===== src/assert_macros.svh =====
// assertion macros shared by the rtl of the bitrate histogram
// depends on nothing; included by wbh_engine, which checks its own logic
`ifndef ASSERT_MACROS_SVH
`define ASSERT_MACROS_SVH

// condition must hold at every edge out of reset
`define WBH_ASSERT_ALWAYS(lbl, clk, rst_n, cond) \
  lbl: assert property (@(posedge clk) disable iff (!rst_n) (cond)) \
    else $error("wbh assertion failed");

// same-cycle implication
`define WBH_ASSERT_IMP(lbl, clk, rst_n, ante, cons) \
  lbl: assert property (@(posedge clk) disable iff (!rst_n) (ante) |-> (cons)) \
    else $error("wbh assertion failed");

// next-cycle implication
`define WBH_ASSERT_NXT(lbl, clk, rst_n, ante, cons) \
  lbl: assert property (@(posedge clk) disable iff (!rst_n) (ante) |=> (cons)) \
    else $error("wbh assertion failed");

`endif


===== src/wbh_pkg.sv =====
// types and constants of the windowed bitrate histogram
// no dependencies; imported by every module of the block
`timescale 1ns / 1ps
package wbh_pkg;

  localparam int NUM_BUCKETS_DEF = 100;
  localparam int INTERVAL_MS_DEF = 10;
  localparam int QUEUE_DEPTH_DEF = 4;

  localparam int BKT_W   = 48;
  localparam int TS_W    = 64;
  localparam int ADD_W   = 32;
  localparam int RATE_W  = 64;
  // bucket bits times 1000 fits here (1000 < 2**10)
  localparam int PROD_W  = BKT_W + 10;
  localparam logic [9:0] MS_PER_S = 10'd1000;
  localparam logic [TS_W-1:0] NS_IN_MS = 64'd1000000;

  localparam logic OP_PACKET = 1'b0;
  localparam logic OP_TIME   = 1'b1;

  typedef struct packed {
    logic            operation;
    logic [TS_W-1:0] now_ns;
    logic [ADD_W-1:0] bits;
  } wbh_item_t;

  typedef struct packed {
    logic init_done;
  } wbh_status_t;

endpackage


===== src/wbh_queue.sv =====
// front part: small input queue that takes transactions while the engine works
// depends on wbh_pkg
`timescale 1ns / 1ps
module wbh_queue
  import wbh_pkg::*;
#(
  parameter int DEPTH = QUEUE_DEPTH_DEF
) (
  input  logic        clk,
  input  logic        rst_n,
  input  logic        push,
  input  wbh_item_t   push_item,
  output logic        full,
  input  logic        pop,
  output logic        avail,
  output wbh_item_t   head
);
  localparam int AW = (DEPTH > 1) ? $clog2(DEPTH) : 1;
  localparam int CW = $clog2(DEPTH + 1);

  wbh_item_t       slot_r [DEPTH];
  logic [AW-1:0]   wp_r, wp_nxt, rp_r, rp_nxt;
  logic [CW-1:0]   cnt_r, cnt_nxt;

  function automatic logic [AW-1:0] bump(input logic [AW-1:0] p);
    if (p == AW'(DEPTH - 1)) return '0;
    return p + AW'(1);
  endfunction

  assign full  = (cnt_r == CW'(DEPTH));
  assign avail = (cnt_r != '0);
  assign head  = slot_r[rp_r];

  always_comb begin
    wp_nxt  = push ? bump(wp_r) : wp_r;
    rp_nxt  = pop ? bump(rp_r) : rp_r;
    cnt_nxt = cnt_r + CW'(push) - CW'(pop);
  end

  always_ff @(posedge clk) begin
    if (!rst_n) begin
      wp_r  <= '0;
      rp_r  <= '0;
      cnt_r <= '0;
    end else begin
      wp_r  <= wp_nxt;
      rp_r  <= rp_nxt;
      cnt_r <= cnt_nxt;
    end
  end

  always_ff @(posedge clk) begin
    if (push) begin
      slot_r[wp_r] <= push_item;
    end
  end
endmodule


===== config.mk =====
export PLATFORM = sky130hd
export DESIGN_NAME = wbh_queue
export DESIGN_NICKNAME = d
export VERILOG_FILES = /design/src/assert_macros.svh /design/src/wbh_pkg.sv /design/src/wbh_queue.sv
export SDC_FILE = /design/constraint.sdc
export NUM_CORES = 1
export LEC_CHECK = 0
export BUFFER_PORTS_ARGS = -buffer_cell sky130_fd_sc_hd__buf_2
export CAP_MARGIN = 25
export CORE_ASPECT_RATIO = 0.6
export CORE_UTILIZATION = 50
export CTS_CLUSTER_DIAMETER = 200
export DETAILED_ROUTE_END_ITERATION = 8
export PLACE_DENSITY = 0.72
export SYNTH_ARGS = -nofsm -noshare
export SYNTH_HDL_FRONTEND = slang
export SYNTH_SLANG_ARGS = --single-unit

===== constraint.sdc =====
create_clock -name clk -period 9.9 [get_ports clk]
set_input_delay 0.99 -clock clk [delete_from_list [all_inputs] [get_ports clk]]
set_output_delay 0.99 -clock clk [all_outputs]
set_load 0.005 [all_outputs]

==> flow_summary.toml, run 1 <==
[outcome]
status = "completed"

[synth]
post_synth_main_area_contributors = "sky130_fd_sc_hd__edfxtp_1 81%, sky130_fd_sc_hd__mux4_2 15%, sky130_fd_sc_hd__dfxtp_1 1.2%"
number_of_instances_in_the_synthesized_netlist = 551
seq_area_frac_synth = 0.819
number_of_flops_mapped_to_enable_cells_by_yosys = 388
post_synthesis_mean_instance_area_um2 = 26.2
flip_flop_cell_with_the_highest_count_after_synthesis = "sky130_fd_sc_hd__edfxtp_1"
synth_nets = 660
synth.cell_area_um2 = 14400
portion_of_synthesized_cell_area_occupied_by_the_leading_cell_type = 0.807
most_common_cell_in_the_synthesized_netlist = "sky130_fd_sc_hd__edfxtp_1"
synth_top_cells_by_count = "388 x sky130_fd_sc_hd__edfxtp_1, 97 x sky130_fd_sc_hd__mux4_2, 11 x sky130_fd_sc_hd__buf_2"
number_of_storage_elements_in_the_synthesis_netlist = 397
synth-warning-count = 0
synthArstFlopShare = 0
post_synth_num_cell_types = 19
synth_area_leader_cell = "sky130_fd_sc_hd__edfxtp_1"

[grt]
grt_pass1_wl_mm = 42.0
grt.overflow.total = 0
globalRouteTotalUtil = 0.191
number_of_global_route_vias_before_repair = 7113
grt_max_degree = 66
grt_antenna_before_repair = 3

[power]
leakagePower_nw = 5.74
powerDensity_nw_per_um2 = 212
ir_worst_vdd_v = 0.000149
design_power_total_mw = 3.61

[clocking]
htreeDepth = 2
clkSlewWorstSetupHoldPaths_ns = 0.06
cts_root_buf = "sky130_fd_sc_hd__clkbuf_16"
number_of_setup_buffers_added_after_cts = 0
clock_tree.buffer_depth = 3
clock_latency_ns = 0.52
tritoncts = "done"
holdBufCountCts = 0
cts-buffers-inserted = 37
clock_sinks = 397
cts.repair.resized = 0

[final_layout]
area_growth_syn_to_layout_pct = 17.8
nNetsFinal = 883
proportion_of_layout_cells_with_a_drive_suffix_above_1 = 0.452
nFillCells = 1933
finish.instance_area_um2 = 17000

[floorplan]
die_y_um = 134
core_area_um2 = 28000
die_w_um = 221
io_count = 200
effective_utilization_at_floorplan = 0.516
placement_rows = 47
floorplan.die_area_um2 = 29600

[timing]
finalMaxSlewViolations = 0
setup_viol = 0
unrepaired_setup_endpoints_after_global_routing = "no"
timing_hold_violations_final = 0
max_freq_mhz = 246
period_share = 0.411
tightest_slew_ns = 1.01
slew_headroom = 0.329
finalWorstPathRequiredPeriod_ns = 4.07
setup_tns_ns = 0
setup_slack_ns = 5.83
clock-skew-final_ns = 0.0109

[placed_design]
place_ws_ns = 6.23
globalplace.congestion = 0.715
dp.final_hpwl_mm = 16.3
placement.io_buffers = 199
placed_area_um2 = 15800

[route]
wl_per_cell_um = 23.4
wl_final_mm = 27.4
first_iter_violations = 490
drtAntennaViolNets = 0
drtPass1Iterations = 5
vias = 6543
route.detailed.drc = 0
post_drt_via_cell_ratio = 5.60

[run]
cap_viol_max_count = 0

[critical_path]
critical-path-max-stage-delay_ns = 0.92
worstPathCellList = "buf_4, buf_16, mux4_2, buf_2"
cp_num_buf_inv = 3
critPathArrivalTime_ns = 3.08
timing_worst_setup_path_type = "reg2out"
startpoint_type = "flip-flop"
worstSetupEndpointType = "output pin"
cpMaxStageDelayCell = "sky130_fd_sc_hd__dfxtp_4"
regToRegSetupSlack_ns = 7.48
critical_path.top_delay_family = "buffers and inverters"
timing.critical_path.required_ns = 8.91
crit_path_max_fanout = 44

[worst_hold_path]
worst_min_path_class = "reg2reg"
[layout by cell type (no fill, tap or decap), types with 3 or more instances in the layout]
master / count
sky130_fd_sc_hd__edfxtp_1: 388
sky130_fd_sc_hd__buf_2: 199
sky130_fd_sc_hd__mux4_2: 97
sky130_fd_sc_hd__clkbuf_16: 39
sky130_fd_sc_hd__clkinv_1: 11
sky130_fd_sc_hd__inv_1: 7
sky130_fd_sc_hd__ha_1: 7
sky130_fd_sc_hd__dfxtp_1: 7
sky130_fd_sc_hd__clkinv_2: 6
sky130_fd_sc_hd__buf_4: 6
sky130_fd_sc_hd__and2_4: 4
sky130_fd_sc_hd__clkbuf_1: 4
sky130_fd_sc_hd__nor2_1: 3
sky130_fd_sc_hd__bufinv_16: 3
[metal layers]
layer / track usage / wire length [um]
met1: 0.267 / 11700
met2: 0.297 / 12900
met3: 0.0565 / 2240
met4: 0.0529 / 503
met5: 0 / 28
[flip-flops by register name, summed over array words and instances, names as in the netlist, named ones only]
register	count
slot_r	388
cnt_r	3
rp_r	2
wp_r	2
[power by group]
group	switching (mW)	internal (mW)
sequential	0.0285	1.92
combinational	0.137	0.139
clock	0.588	0.796
total	0.754	2.85
[metrics by stage]
| step | cells | util | hold WS [ns] |
|---|---|---|---|
| CTS | 1168 | 0.608 | 0.533 |
| global placement | 1101 | 0.565 | 0.500 |
| floorplan | 551 | - | 0.476 |
| detailed placement | 1102 | 0.566 | 0.507 |
| global route | 1169 | 0.608 | 0.557 |
| finish | 1169 | 0.608 | 0.530 |
[cell families (layout without fill, tap and decap cells)]
family,Yosys count,after routing,synth area share
flops,397,397,0.819
other cells,0,1,0
simple gates,15,15,0.00632
compound gates,2,2,0.000693
fa+ha+maj,8,8,0.00745
mux,99,99,0.153
buf+inv,29,279,0.0121
xor+xnor,1,1,0.00165
[final timing paths]
check	start	end	depth (start not counted)
setup / recovery	flip-flop	head[44]	4
setup reg to reg	wp_r[0]	slot_r[3][38]	3
hold reg to reg	rp_r[0]	rp_r[0]	2
hold / removal	rp_r[0]	rp_r[0]	2
[worst register-to-register path, stage by stage (launching register included)]
cell and delay (ns):
sky130_fd_sc_hd__dfxtp_1 0.40, sky130_fd_sc_hd__ha_1 0.20, sky130_fd_sc_hd__and2_4 0.52, sky130_fd_sc_hd__buf_4 0.87
[layout make-up]
type / count / area [um^2] / share of cell area
flip-flops and latches: 397 / 11800 / 0.696
repair buffers: 206 / 1070 / 0.0628
clock buffers: 43 / 991 / 0.0582
inverters: 7 / 26.3 / 0.00154
clock inverters: 23 / 186 / 0.0110
well taps: 367 / 459 / 0.0270
diodes: 1 / 2.50 / 0.000147
multi-input cells: 125 / 2450 / 0.144
(Power assumes the default switching activity.)
==> inputs of run 2 (changes only) <==
- PLACE_DENSITY: 0.72 -> 0.75
- clock period: 9.9 -> 3.5 ns (I/O delays scaled with it)
==> run 2 against run 1 <==
  * Non-clock buffer count is the same
  * Clock power increased to 2.8 times the previous value
  * Combinational power grew to 2.9 times the previous value
  * Flip-flop and latch count stayed put
  * First-iteration DRC count is 5.5% higher
  * Routed wire length shrank 2.6%
  * Final area grew 0.32%
  * Via count is 1.7% lower
  * Hold slack lost 0.50 ns
  * Highest routed layer unchanged
==> flow_summary.toml, run 2 (synthesis gave the netlist of run 1 again) <==
[outcome]
status = "completed"

[placed_design]
place_ws_ns = 1.23
placed_area_um2 = 15900
dp.final_hpwl_mm = 15.7
placement.io_buffers = 199
globalplace.congestion = 0.753

[route]
vias = 6430
route.detailed.drc = 0
wl_per_cell_um = 22.8
wl_final_mm = 26.7
drtPass1Iterations = 4
post_drt_via_cell_ratio = 5.51
first_iter_violations = 517
drtAntennaViolNets = 0

[floorplan]
placement_rows = 47
floorplan.die_area_um2 = 29600
effective_utilization_at_floorplan = 0.516
core_area_um2 = 28000
die_y_um = 134
io_count = 200
die_w_um = 221

[clocking]
cts-buffers-inserted = 37
number_of_setup_buffers_added_after_cts = 0
clkSlewWorstSetupHoldPaths_ns = 0.06
clock_tree.buffer_depth = 3
tritoncts = "done"
cts_root_buf = "sky130_fd_sc_hd__clkbuf_16"
holdBufCountCts = 0
cts.repair.resized = 0
htreeDepth = 2
clock_latency_ns = 0.53
clock_sinks = 397

[critical_path]
timing.critical_path.required_ns = 3.15
regToRegSetupSlack_ns = 1.48
critical-path-max-stage-delay_ns = 0.74
critical_path.reg2reg.endpoint = "slot_r[3][17]"
regToRegStartpoint = "wp_r[0]"
crit_path_max_fanout = 38
worstSetupEndpointType = "output pin"
cpMaxStageDelayCell = "sky130_fd_sc_hd__dfxtp_4"
critPathArrivalTime_ns = 2.41
timing_worst_setup_path_type = "reg2out"
worstPathCellList = "buf_12, mux4_2, buf_2"
rr_worst_depth = 3
startpoint_type = "flip-flop"

[timing]
setup_viol = 0
setup_tns_ns = 0
max_freq_mhz = 363
unrepaired_setup_endpoints_after_global_routing = "no"
setup_slack_ns = 0.742
finalMaxSlewViolations = 0
slew_headroom = 0.515
timing_hold_violations_final = 0
clock-skew-final_ns = 0.0250
finalWorstPathRequiredPeriod_ns = 2.76
period_share = 0.788
tightest_slew_ns = 0.727

[final_layout]
proportion_of_layout_cells_with_a_drive_suffix_above_1 = 0.453
area_growth_syn_to_layout_pct = 18.2
nFillCells = 1933
nNetsFinal = 883
mostFrequentLayoutCell = "sky130_fd_sc_hd__edfxtp_1"
finish.instance_area_um2 = 17100
mostFrequentLayoutCells = "388 x sky130_fd_sc_hd__edfxtp_1, 199 x sky130_fd_sc_hd__buf_2, 97 x sky130_fd_sc_hd__mux4_2"
largest_reg_flops = 388
register_ranked_first_by_flip_flop_count = "slot_r"
largestRegisters = "slot_r (388), cnt_r (3)"

[worst_hold_path]
hp-start = "push_item[58]"
timing.hold.worst_endpoint = "slot_r[2][58]"
min_delay_path_depth = 1
worst_min_path_class = "in2reg"

[power]
leakagePower_nw = 5.74
ir_worst_vdd_v = 0.000455
powerDensity_nw_per_um2 = 593

[grt]
globalRouteTotalUtil = 0.185
grt_max_degree = 78
number_of_global_route_vias_before_repair = 7027
grt.overflow.total = 0
grt_pass1_wl_mm = 40.7
grt_antenna_before_repair = 4

[run]
cap_viol_max_count = 0
[run 2: cell types whose count changed in the layout (fill, tap and decap cells not counted), moves of 2 or more]
cell	previous run	this run
sky130_fd_sc_hd__buf_12	0	7
sky130_fd_sc_hd__buf_4	6	0
sky130_fd_sc_hd__clkinv_1	11	9
sky130_fd_sc_hd__clkbuf_8	0	2
[run 2: worst max path at each step]
stage / startpoint / endpoint / slack [ns] / depth (start not counted)
3_3_place_gp: flip-flop / head[12] / 1.23 / 3
4_1_cts: flip-flop / head[36] / 0.66 / 3
5_1_grt: flip-flop / head[36] / 0.56 / 3
3_5_place_dp: flip-flop / head[38] / 1.23 / 3
2_1_floorplan: wp_r[0] / slot_r[0][0] / 0.25 / 3
6_report: flip-flop / head[36] / 0.74 / 3
[run 2: through the flow]
stage | power [mW] | std cells | hold slack (ns) | utilization
detailed placement | 6.41 | 1102 | 0.531 | 0.568
global placement | 6.37 | 1102 | 0.500 | 0.568
finish | 10.1 | 1168 | 0.0344 | 0.610
floorplan | 6.03 | 551 | 0.449 | -
CTS | 10.2 | 1166 | 0.00540 | 0.610
global route | 10.5 | 1166 | 0.0131 | 0.610
[run 2: where the power goes]
group	switching (mW)	leakage [nW]	total (mW)	internal, mW
Clock	1.63	0.566	3.84	2.21
Combinational	0.397	1.53	0.799	0.402
Sequential	0.0703	3.64	5.50	5.43
[run 2: area by class of cell]
type                    count  area [um^2]  area share
diodes                      2         5.00    0.000293
clock buffers              45         1020      0.0597
clock inverters            19          143     0.00835
inverters                   7         26.3     0.00154
multi-input cells         125         2450       0.143
flip-flops and latches    397        11800       0.693
well taps                 367          459      0.0269
repair buffers            206         1140      0.0665
[run 2: worst max-delay path, delay by kind of cell, from the launching register on]
| family | cells | cell delay [ns] |
|---|---|---|
| muxes | 1 | 0.58 |
| DFF | 1 | 0.74 |
| buffers and inverters | 2 | 0.51 |
[run 2: metal layers]
metal	vias to the layer above	part of all wire	wire, um	GRT usage
met5	-	0.00090	24	0
met4	4	0.017	466	0.0502
li1	2808	-	-	-
met3	41	0.073	1940	0.0547
met2	228	0.49	13000	0.297
met1	3349	0.42	11300	0.249
==> inputs of run 3 (changes only) <==
- ABC_AREA: unset -> 1
- PLACE_DENSITY: 0.75 -> 0.74
- clock period: 3.5 -> 2.45 ns (I/O delays scaled with it)
==> run 3 against run 2 <==
  * Sequential share of layout area shrank 7.8 points
  * Hold slack gained 0.065 ns
  * First-iteration DRC count grew 27%
  * Final area grew 13%
  * Clock power grew 43%
  * Global-route usage grew 0.66 points
  * Synthesized cell count grew 120%
  * Critical path depth grew 2
  * Critical path type unchanged
  * Highest routed layer is now met4
==> flow_summary.toml, run 3 <==
[synth]
number_of_instances_in_the_synthesized_netlist = 1191
post_synth_main_area_contributors = "sky130_fd_sc_hd__edfxtp_1 74%, sky130_fd_sc_hd__inv_1 5.0%, sky130_fd_sc_hd__nand2_1 4.9%"
flip_flop_cell_with_the_highest_count_after_synthesis = "sky130_fd_sc_hd__edfxtp_1"
number_of_storage_elements_in_the_synthesis_netlist = 397
portion_of_synthesized_cell_area_occupied_by_the_leading_cell_type = 0.740
synth-warning-count = 0
seq_area_frac_synth = 0.751
synthArstFlopShare = 0
synth_nets = 1300
number_of_flops_mapped_to_enable_cells_by_yosys = 388
synth.cell_area_um2 = 15700
post_synth_num_cell_types = 19
most_common_cell_in_the_synthesized_netlist = "sky130_fd_sc_hd__edfxtp_1"
post_synthesis_mean_instance_area_um2 = 13.2
synth_area_leader_cell = "sky130_fd_sc_hd__edfxtp_1"
synth_top_cells_by_count = "388 x sky130_fd_sc_hd__edfxtp_1, 209 x sky130_fd_sc_hd__inv_1, 205 x sky130_fd_sc_hd__nand2_1"

[floorplan]
die_y_um = 139
die_w_um = 231
floorplan.die_area_um2 = 32200
effective_utilization_at_floorplan = 0.517
placement_rows = 49
core_area_um2 = 30500
io_count = 200

[grt]
gr-usage-met2 = 0.313
grt_most_used_layer = "met2"
grt_pass1_wl_mm = 48.5
globalRouteMet1Util = 0.263
globalRouteTotalUtil = 0.191
grt_antenna_before_repair = 0
groute.layer.met3.usage = 0.0359
grt.overflow.total = 0
grt_max_degree = 119
number_of_global_route_vias_before_repair = 9494

[timing]
setup_tns_ns = 0
period_share = 0.937
timing_hold_violations_final = 0
finalWorstPathRequiredPeriod_ns = 2.30
clock-skew-final_ns = 0.0192
finalMaxSlewViolations = 0
max_freq_mhz = 436
setup_viol = 0
tightest_slew_ns = 0.617
slew_headroom = 0.588
unrepaired_setup_endpoints_after_global_routing = "no"

[critical_path]
regToRegStartpoint = "wp_r[0]"
regToRegSetupSlack_ns = 0.61
timing_worst_setup_path_type = "reg2out"
timing.critical_path.required_ns = 2.20
rr_worst_depth = 5
critPathArrivalTime_ns = 2.05
crit_path_max_fanout = 118
startpoint_type = "flip-flop"
critical_path.reg2reg.endpoint = "slot_r[0][50]"
worstSetupEndpointType = "output pin"

[clocking]
tritoncts = "done"
htreeDepth = 2
cts-buffers-inserted = 37
holdBufCountCts = 99
cts_root_buf = "sky130_fd_sc_hd__clkbuf_16"
clock_sinks = 397
clock_latency_ns = 0.53
number_of_setup_buffers_added_after_cts = 0
clkSlewWorstSetupHoldPaths_ns = 0.06
cts.repair.resized = 0
clock_tree.buffer_depth = 3

[power]
ir_worst_vdd_v = 0.000630
design_power_total_mw = 15.0
pwr-share-comb = 0.105
share_seq_of_total_power = 0.529
clkPwrFrac = 0.367
net-switching-power_mw = 3.39
powerDensity_nw_per_um2 = 777
leakagePower_nw = 7.52
netSwitchingFraction = 0.227
internal-power_mw = 11.6

[outcome]
status = "completed"

[route]
first_iter_violations = 658
wl_per_cell_um = 16.1
drtPass1Iterations = 5
drtAntennaViolNets = 0
wl_final_mm = 30.8
post_drt_via_cell_ratio = 5.05
vias = 9668
route.detailed.drc = 0

[placed_design]
dp.final_hpwl_mm = 17.8
globalplace.congestion = 0.741
placement.io_buffers = 199

[final_layout]
register_ranked_first_by_flip_flop_count = "slot_r"
largestRegisters = "slot_r (388), cnt_r (3)"
largest_reg_flops = 388
area_growth_syn_to_layout_pct = 22.1
n_antenna_cell = 0
nNetsFinal = 1589
postLayoutCoreUtil = 0.631
mostFrequentLayoutCells = "388 x sky130_fd_sc_hd__edfxtp_1, 204 x sky130_fd_sc_hd__inv_1, 204 x sky130_fd_sc_hd__nand2_1"
mostFrequentLayoutCell = "sky130_fd_sc_hd__edfxtp_1"
proportion_of_layout_cells_with_a_drive_suffix_above_1 = 0.184

[worst_hold_path]
timing.hold.worst_endpoint = "wp_r[1]"
min_delay_path_depth = 3
hp-start = "push"
worst_min_path_class = "in2reg"

[run]
cap_viol_max_count = 0
==> run 3: cell types whose count changed after synthesis, sizes merged, moves of 2 or more <==
cell    previous run  this run
a21oi              2       100
and2               6         0
buf               16        60
inv                7       209
mux2i              2         0
mux4              97         0
nand2              0       205
nand2b             2         0
nand3              0         2
nor2               3         7
o211ai             0        97
o21ai              0        98
or3b               2         0
==> run 3: kinds of logic after synthesis <==
| group | Yosys count | share of synthesized area |
|---|---|---|
| compound gates | 295 | 0.109 |
| xor+xnor | 1 | 0.000556 |
| fa+ha+maj | 8 | 0.00683 |
| buf+inv | 275 | 0.0806 |
| flops | 397 | 0.751 |
| simple gates | 215 | 0.0515 |
==> run 3: worst max-delay path by stage <==
stage	from	endpoint	slack, ns	cells after the start
floorplan	wp_r[0]	slot_r[0][0]	-0.03	4
global placement	wp_r[0]	slot_r[0][54]	0.61	5
detailed placement	wp_r[0]	slot_r[0][50]	0.61	5
CTS	flip-flop	head[45]	0.14	5
global route	flip-flop	head[52]	0.02	5
finish	flip-flop	head[45]	0.15	5
==> run 3: through the flow <==
stage	worst slack (ns)	cell area, um^2	std cells	hold WS [ns]
after floorplan	-0.0323	15800	1191	0.338
after global placement	0.615	17100	1750	0.458
after detailed placement	0.610	17100	1750	0.462
after CTS	0.138	19200	1915	0.0679
after global routing	0.0180	19200	1915	0.117
final	0.154	19200	1915	0.0998
==> run 3: power groups by stage <==
| stage | clock, mW | sequential (mW) | combinational, mW |
|---|---|---|---|
| global route | 5.83 | 7.92 | 1.75 |
| global placement | 0 | 8.03 | 1.41 |
| floorplan | 0 | 8.02 | 0.849 |
| CTS | 5.59 | 7.90 | 1.58 |
| finish | 5.48 | 7.90 | 1.56 |
| detailed placement | 0 | 8.05 | 1.45 |
==> run 3: worst max-delay path, cell delays in order, from the launching register on <==
cell                      delay, ns
sky130_fd_sc_hd__dfxtp_4       0.54
sky130_fd_sc_hd__buf_12        0.43
sky130_fd_sc_hd__a21oi_1       0.14
sky130_fd_sc_hd__o21ai_1       0.10
sky130_fd_sc_hd__nand2_1       0.12
sky130_fd_sc_hd__buf_2         0.15
==> run 3: area by class of cell <==
class / instances / area (um^2)
clock inverters: 20 / 146
fillers: 2269 / 11200
flip-flops and latches: 397 / 11800
well taps: 408 / 510
clock buffers: 46 / 1000
inverters: 209 / 800
multi-input cells: 519 / 2650
repair buffers: 316 / 2280
==> run 3: metal layers <==
layer,vias up,wire length [um]
met3,43,1500
li1,4720,-
met5,-,0
met4,0,503
met2,224,14600
met1,4681,14100
